===== src/sv/ikhm_pkg.sv =====
// ----------------------------------------------------------------------------
// ikhm_pkg
// Shared constants, codes and types for the integer key hash map.
// ----------------------------------------------------------------------------
`default_nettype none
package ikhm_pkg;
  localparam int BUCKET_BITS = 7;
  localparam int WAYS = 4;
  localparam int NUM_BUCKETS = 1 << BUCKET_BITS;
  localparam int WAY_BITS = (WAYS > 1) ? $clog2(WAYS) : 1;
  localparam int KEY_W = 32;
  localparam int VAL_W = 32;
  localparam int QDEPTH = 2;

  localparam logic [1:0] CMD_LOOKUP = 2'd0;
  localparam logic [1:0] CMD_INSERT = 2'd1;
  localparam logic [1:0] CMD_DELETE = 2'd2;
  localparam logic [1:0] CMD_UNUSED = 2'd3;

  localparam logic [1:0] ST_OK = 2'd0;
  localparam logic [1:0] ST_NOT_FOUND = 2'd1;
  localparam logic [1:0] ST_DUPLICATE = 2'd2;
  localparam logic [1:0] ST_FULL = 2'd3;

  // One command word as it travels from the front to the back.
  typedef struct packed {
    logic [1:0] cmd;
    logic [KEY_W-1:0] key;
    logic [VAL_W-1:0] value;
  } ikhm_item_t;

  typedef enum logic [3:0] {
    BK_CLEAR = 4'b0001,
    BK_IDLE  = 4'b0010,
    BK_READ  = 4'b0100,
    BK_EXEC  = 4'b1000
  } ikhm_bk_state_t;
endpackage
`default_nettype wire


===== src/sv/ikhm_front.sv =====
// ----------------------------------------------------------------------------
// ikhm_front
// Input stage and short command queue between the front and the back.
// ----------------------------------------------------------------------------
`default_nettype none
module ikhm_front
  import ikhm_pkg::*;
(
  input  wire logic       clk,
  input  wire logic       rst_n,
  input  wire logic       in_valid,
  output logic            in_ready,
  input  wire ikhm_item_t in_item,
  output logic            q_valid,
  input  wire logic       q_ready,
  output ikhm_item_t      q_item
);
  localparam int PB = $clog2(QDEPTH);
  ikhm_item_t buf_r [QDEPTH];
  logic [PB-1:0] wp_r, rp_r;
  logic [PB:0] cnt_r, cnt_nxt;
  logic push, pop;

  assign in_ready = (cnt_r != (PB+1)'(QDEPTH));
  assign q_valid  = (cnt_r != '0);
  assign q_item   = buf_r[rp_r];
  assign push = in_valid && in_ready;
  assign pop  = q_valid && q_ready;

  // Unused command codes are classified as lookups on entry.
  always_ff @(posedge clk) begin
    if (push) begin
      buf_r[wp_r].cmd   <= (in_item.cmd == CMD_UNUSED) ? CMD_LOOKUP : in_item.cmd;
      buf_r[wp_r].key   <= in_item.key;
      buf_r[wp_r].value <= in_item.value;
    end
  end

  always_comb begin
    cnt_nxt = cnt_r;
    if (push && !pop) cnt_nxt = cnt_r + 1'b1;
    if (pop && !push) cnt_nxt = cnt_r - 1'b1;
  end

  // Queue pointers and fill count.
  always_ff @(posedge clk) begin
    if (!rst_n) begin
      wp_r <= '0;
      rp_r <= '0;
      cnt_r <= '0;
    end else begin
      if (push) wp_r <= wp_r + 1'b1;
      if (pop) rp_r <= rp_r + 1'b1;
      cnt_r <= cnt_nxt;
    end
  end

`ifndef SYNTHESIS
  a_cnt_max: assert property (@(posedge clk) disable iff (!rst_n)
    cnt_r <= (PB+1)'(QDEPTH)) else $error("queue overflow");
  a_cmd_ok: assert property (@(posedge clk) disable iff (!rst_n)
    q_valid |-> q_item.cmd != CMD_UNUSED) else $error("unclassified command");
  a_push_cnt: assert property (@(posedge clk) disable iff (!rst_n)
    push && !pop |=> cnt_r == $past(cnt_r) + 1'b1) else $error("count slip");
`endif
endmodule
`default_nettype wire


===== config.mk =====
export PLATFORM = sky130hd
export DESIGN_NAME = ikhm_front
export DESIGN_NICKNAME = d
export VERILOG_FILES = /design/src/sv/ikhm_pkg.sv /design/src/sv/ikhm_front.sv
export SDC_FILE = /design/constraint.sdc
export NUM_CORES = 1
export LEC_CHECK = 0
export ABC_AREA = 1
export BUFFER_PORTS_ARGS = -buffer_cell sky130_fd_sc_hd__buf_2
export CAP_MARGIN = 20
export CORE_MARGIN = 5
export CORE_UTILIZATION = 45
export CTS_CLUSTER_SIZE = 25
export DETAILED_ROUTE_END_ITERATION = 10
export GPL_TIMING_DRIVEN = 0
export MAX_ROUTING_LAYER = met4
export PLACE_DENSITY = 0.78
export SLEW_MARGIN = 20
export SYNTH_ARGS = -nofsm -noshare
export SYNTH_HDL_FRONTEND = slang
export SYNTH_SLANG_ARGS = --single-unit

===== constraint.sdc =====
create_clock -name clk -period 12.5 [get_ports clk]
set_input_delay 1.875 -clock clk [delete_from_list [all_inputs] [get_ports clk]]
set_output_delay 1.875 -clock clk [all_outputs]
set_load 0.02 [all_outputs]

==> results of run 1 <==
-- sequential cells by signal, indices dropped and copies added, names as in the netlist, named ones only --
signal / count
rp_r: 1
wp_r: 1
buf_r: 132
cnt_r: 2
-- final cells by class --
class	instances	area, um^2
fillers	848	4610
flip-flops and latches	137	4060
multi-input cells	94	1030
repair buffers	141	781
clock buffers	18	429
well taps	143	179
clock inverters	14	131
plain buffers	7	66.3
inverters	7	26.3
diodes	1	2.50
-- routing by layer --
layer | share of wire | routed length (um)
met5 | 0 | 0
met4 | 0.0083 | 77
met3 | 0.080 | 741
met2 | 0.53 | 4910
met1 | 0.38 | 3570
-- layout by cell type, fill, tap and decap left out, types with 2 or more instances in the layout --
cell / synthesis / routed
buf_2: 2 / 139
edfxtp_1: 132 / 132
mux2_4: 40 / 40
mux2_2: 26 / 26
clkbuf_16: 0 / 17
nor2_1: 12 / 10
nand2_1: 10 / 10
inv_1: 7 / 7
buf_6: 5 / 5
dfxtp_1: 5 / 5
clkinv_1: 0 / 4
clkinv_2: 0 / 3
nor2_4: 0 / 2
bufinv_16: 0 / 2
clkinvlp_4: 0 / 2
clkinv_4: 0 / 2
buf_12: 0 / 2
buf_16: 0 / 2
-- kinds of logic after synthesis --
kind of cell	Yosys count	synth area share
DFF	137	0.785
and+or+nand+nor	24	0.0181
muxes	66	0.173
buffers and inverters	14	0.0179
AOI/OAI and AO/OA	3	0.00338
adders and majority gates	1	0.00242
-- stage by stage --
step / util / setup slack [ns] / total power, W / hold WS [ns]
after CTS: 0.593 / 8.98 / 0.00135 / 0.500
after global placement: 0.533 / 5.63 / 0.000872 / 0.471
after global routing: 0.593 / 8.91 / 0.00140 / 0.541
final: 0.593 / 9.02 / 0.00134 / 0.501
after detailed placement: 0.543 / 9.07 / 0.000886 / 0.476
after floorplan: - / 7.24 / 0.000788 / 0.451
-- report_power, final --
part | switching (W) | internal [W] | leakage, nW
combinational | 0.000166 | 0.000129 | 1.10
clock | 0.000174 | 0.000290 | 0.270
sequential | 0.0000142 | 0.000563 | 1.28
total | 0.000354 | 0.000982 | 2.65
-- worst max-delay path by stage --
stage | startpoint | end | slack (ns) | cells after the start
final | flop | q_item[38] | 9.02 | 4
after global routing | flop | q_item[19] | 8.91 | 4
after CTS | flop | q_item[38] | 8.98 | 4
after detailed placement | in_valid | buf_r[1][35] | 9.07 | 4
after global placement | in_valid | buf_r[1][50] | 5.63 | 3
after floorplan | in_valid | buf_r[1][0] | 7.24 | 2
-- critical path: cells and delay by family, from the launching register on --
| kind | cells | cell delay, ns |
|---|---|---|
| buffers and inverters | 3 | 0.54 |
| DFF | 1 | 0.35 |
| muxes | 1 | 0.32 |
==> run_results.csv, run 1 <==
group,metric,value,unit
sta,rsz_0062_raised_after_global_routing,"no",
synthesis,ys_seq_area_frac,0.785,
hold_path,cell_depth_of_the_worst_hold_path,2,
sta,final_min_period_over_clock_period,0.279,
power,power.density_cell_area,199,nW/um^2
finish,post_layout_nonfiller_instances,562,
finish,syn_to_final_growth,29.7,%
route,vias_per_cell,4.73,
clock_network,post-cts-setup-buffer-count,0,
sta,timing.clock.skew,0.00597,ns
sta,report.final.hold_viol_count,0,
clock_network,cts_made_buffers,17,
die,die_span_in_y,117,um
power,total_leakage_power,2.65,nW
global_routing,number_of_global_route_vias_before_repair,2895,
sta,worst_pin_slew,0.777,ns
sta,setup_viol_count_final,0,
hold_path,min-delay-start,"rp_r",
clock_network,cts_tree,"built",
clock_network,clk_transition_reported_paths,0.05,ns
finish,drive_gt1_frac,0.581,
sta,timing.setup.tns,0,ns
die,floorplan.initialDensity,0.457,
setup_path,cp_max_fo,10,
synthesis,synthArstFlopShare,0,
setup_path,worstReg2RegEnd,"buf_r[1][32]",
setup_path,worst_path_max_delay_cell,"dfxtp_1",
clock_network,hold_fix_buffers_at_cts,0,
synthesis,synthDistinctLibCells,15,
sta,shortest_period_the_worst_path_allows,3.48,ns
clock_network,ctsHtreeMaxLevel,4,
global_routing,grt_use_met3,0.0494,
route,detail_route.drc_violations,0,
place,dpl-instance-area,6150,um^2
die,floorplan.die.width,117,um
global_routing,global_route.usage.met2,0.244,
synthesis,synth.most_common_cell,"edfxtp_1",
clock_network,clockRootBuffer,"clkbuf_16",
die,fp-row-count,39,
finish,number_of_nets_in_the_layout,476,
synthesis,ys_warn_count,0,
sta,timing.final.max_slew_violations,0,
finish,finish.instance_area,6710,um^2
route,drt-total-wl,9300,um
setup_path,worstSetupEndpointType,"output pin",
sta,timing.fmax,287,MHz
clock_network,postCtsResizedCells,0,
setup_path,crit_path_start_kind,"flop",
setup_path,regToRegSetupSlack,10.52,ns
setup_path,cp_data_required_time,10.62,ns
route,antenna_violating_nets_post_route,0,
setup_path,crit_path_largest_cell_delay,0.35,ns
place,globalplace.congestion,0.769,
hold_path,timing.hold.worst.class,"reg2reg",
setup_path,worst-setup-path-type,"reg2out",
global_routing,global_route.peak_usage_layer,"met2",
synthesis,yosys.area.top_type_share,0.766,
synthesis,netlist_top_cells_area,"edfxtp_1 77%, mux2_4 12%, mux2_2 5.7%, dfxtp_1 1.9%, buf_6 1.1%",
global_routing,grt_antenna_before_repair,1,
sta,timing.slew.headroom,0.481,
power,ir_worst_vdd,0.0000896,V
route,routedWlPerCell,16.5,um
setup_path,rr_worst_depth,5,
global_routing,wire_length_of_the_first_global_routing_pass,14200,um
die,floorplan.io_pins,138,
global_routing,globalRouteOverflowTotal,0,
synthesis,postSynthCellCount,245,
global_routing,maximum_number_of_pins_on_one_net_before_global_route_repair,26,
die,design.core.area,11300,um^2
setup_path,worst_r2r_startpoint,"cnt_r[0]",
route,route.vias.total,2660,
clock_network,clock_sink_count,137,
global_routing,grt_use_met1,0.160,
setup_path,critPathArrivalTime,1.61,ns
setup_path,cpMostUsedCell,"buf_6",
synthesis,most_area_hungry_cell_type_in_the_yosys_netlist,"edfxtp_1",
synthesis,count_of_flip_flops_with_a_built_in_enable_after_synthesis,132,
clock_network,clock_tree.buffer_depth,2,
synthesis,synthesis.area_per_instance,21.1,um^2
setup_path,path_cells,"buf_6, buf_6, mux2_4, buf_2",
global_routing,globalRouteTotalUtil,0.146,
synthesis,synth_nets,316,
synthesis,mappedNetlistArea,5170,um^2
synthesis,synth.ff_latch_count,137,
run,max-cap-violations,0,
route,drt_pre_antenna_iters,4,
synthesis,ys_dominant_reg_cell,"edfxtp_1",
status,status,"finished, final reports clean",
place,numPortBuffers,137,
die,area_of_the_die,13700,um^2
place,place.detailed.hpwl,6490,um
clock_network,clkLatencyLatePin,0.40,ns
synthesis,leading_cell_types_by_count_after_synthesis,"132 x edfxtp_1, 40 x mux2_4, 26 x mux2_2, 12 x nor2_1, 10 x nand2_1",
route,drt-initial-drc-count,112,
place,place.detailed.instances,529,
Power figures use the tool's default switching activity.
==> inputs of run 2 (changes only) <==
==> constraint.sdc (replaced) <==
create_clock -name clk -period 3.3 [get_ports clk]
set_input_delay 0.495 -clock clk [delete_from_list [all_inputs] [get_ports clk]]
set_output_delay 0.495 -clock clk [all_outputs]
set_load 0.02 [all_outputs]
==> run_results.csv, run 2 (synthesis results as in run 1) <==
group,metric,value,unit
status,status,"finished, final reports clean",
setup_path,critPathArrivalTime,1.62,ns
finish,syn_to_final_growth,31.8,%
sta,rsz_0062_raised_after_global_routing,"no",
sta,timing.fmax,474,MHz
setup_path,regToRegSetupSlack,1.34,ns
global_routing,maximum_number_of_pins_on_one_net_before_global_route_repair,25,
route,drt-total-wl,9150,um
die,fp-row-count,39,
setup_path,cp_data_required_time,2.80,ns
finish,drive_gt1_frac,0.586,
global_routing,wire_length_of_the_first_global_routing_pass,13900,um
finish,regMostFlops,"buf_r",
clock_network,clk_transition_reported_paths,0.06,ns
die,floorplan.initialDensity,0.457,
route,drt-initial-drc-count,97,
power,power.density_cell_area,767,nW/um^2
route,detail_route.drc_violations,0,
clock_network,postCtsResizedCells,0,
sta,shortest_period_the_worst_path_allows,2.11,ns
global_routing,globalRouteOverflowTotal,0,
finish,diodes,0,
setup_path,rr_worst_depth,6,
global_routing,number_of_global_route_vias_before_repair,2895,
route,antenna_violating_nets_post_route,0,
hold_path,min-delay-start,"in_item[47]",
clock_network,clock_sink_count,137,
place,numPortBuffers,137,
route,drt_pre_antenna_iters,4,
setup_path,worstSetupEndpointType,"output pin",
power,total_leakage_power,2.70,nW
clock_network,clock_tree.buffer_depth,2,
finish,registers_with_the_highest_flip_flop_counts,"buf_r (132), cnt_r (2)",
setup_path,worst_r2r_startpoint,"cnt_r[0]",
sta,final_min_period_over_clock_period,0.640,
sta,setup_viol_count_final,0,
sta,worst_pin_slew,0.540,ns
power,ir_worst_vdd,0.000417,V
hold_path,worstHoldEndpoint,"buf_r[1][47]",
die,floorplan.io_pins,138,
clock_network,cts_tree,"built",
global_routing,grt_antenna_before_repair,0,
sta,timing.slew.headroom,0.639,
setup_path,worst-setup-path-type,"reg2out",
run,max-cap-violations,0,
finish,final_common_cell,"buf_2",
setup_path,crit_path_start_kind,"flop",
hold_path,timing.hold.worst.class,"in2reg",
place,globalplace.congestion,0.690,
finish,multi_input_comb_area,1030,um^2
power,fin_total_pwr,0.00523,W
setup_path,cp_max_fo,10,
clock_network,clockRootBuffer,"clkbuf_16",
setup_path,worstReg2RegEnd,"buf_r[1][8]",
clock_network,hold_fix_buffers_at_cts,0,
die,area_of_the_die,13700,um^2
sta,timing.final.max_slew_violations,0,
finish,share_of_the_core_filled_with_cells,0.602,
finish,regArea,4060,um^2
route,route.vias.total,2673,
hold_path,cell_depth_of_the_worst_hold_path,1,
clock_network,cts_made_buffers,17,
clock_network,ctsHtreeMaxLevel,4,
sta,report.final.hold_viol_count,0,
route,vias_per_cell,4.75,
clock_network,post-cts-setup-buffer-count,0,
finish,largest_register_ff_count,132,
finish,num-fill-cells,859,
die,die_span_in_y,117,um
sta,timing.clock.skew,0.00454,ns
die,floorplan.die.width,117,um
finish,mostFrequentLayoutCells,"139 x buf_2, 132 x edfxtp_1, 40 x mux2_4, 26 x mux2_2, 17 x clkbuf_16",
global_routing,globalRouteTotalUtil,0.141,
route,routedWlPerCell,16.2,um
die,design.core.area,11300,um^2
clock_network,clkLatencyLatePin,0.40,ns
finish,number_of_nets_in_the_layout,478,
place,place.detailed.hpwl,6540,um
[run 2: changes by cell type in the layout (fill, tap and decap cells not counted)]
cell	before	now
buf_12	2	1
bufinv_16	2	4
diode_2	1	0
buf_16	2	5
clkinv_1	4	3
clkinv_4	2	1
[run 2: final cells by class]
| cell class | instances | area share |
|---|---|---|
| flip-flops and latches | 137 | 0.596 |
| multi-input cells | 94 | 0.151 |
| repair buffers | 143 | 0.124 |
| clock buffers | 18 | 0.0629 |
| clock inverters | 14 | 0.0262 |
| well taps | 143 | 0.0262 |
| plain buffers | 7 | 0.00972 |
| inverters | 7 | 0.00385 |
[run 2: worst max-delay path by stage]
stage,end,start,slack [ns]
6_report,q_item[28],flop,1.19
5_1_grt,q_item[13],flop,1.10
4_1_cts,q_item[24],flop,1.14
3_5_place_dp,buf_r[1][11],in_valid,1.27
3_3_place_gp,buf_r[0][39],in_valid,-0.53
2_1_floorplan,buf_r[1][0],cnt_r[0],0.36
[run 2: through the flow]
stage               setup slack, ns  setup TNS (ns)  instances  area, um^2  hold slack [ns]
finish                         1.19               0        563        6820            0.280
global route                   1.10               0        563        6820            0.260
CTS                            1.14               0        563        6820            0.260
detailed placement             1.27               0        531        6210            0.485
global placement             -0.526          -68.85        525        6040            0.475
floorplan                     0.355               0        245        5180            0.451
[run 2: report_power, final]
group / switching, W / internal, W
clock: 0.000660 / 0.00125
combinational: 0.000629 / 0.000509
sequential: 0.0000504 / 0.00213
[run 2: worst max-delay path, stage by stage (launching register included)]
cell,delay [ns]
dfxtp_1,0.35
buf_6,0.18
buf_6,0.20
mux2_4,0.32
buf_2,0.16
[run 2: metal layers]
| metal | GRT usage | share of wire | vias to the layer above |
|---|---|---|---|
| met1 | 0.154 | 0.39 | 1290 |
| met2 | 0.241 | 0.54 | 98 |
| met3 | 0.0463 | 0.065 | 11 |
| met4 | 0.0505 | 0.011 | 0 |
| li1 | - | - | 1274 |
| met5 | - | 0 | - |
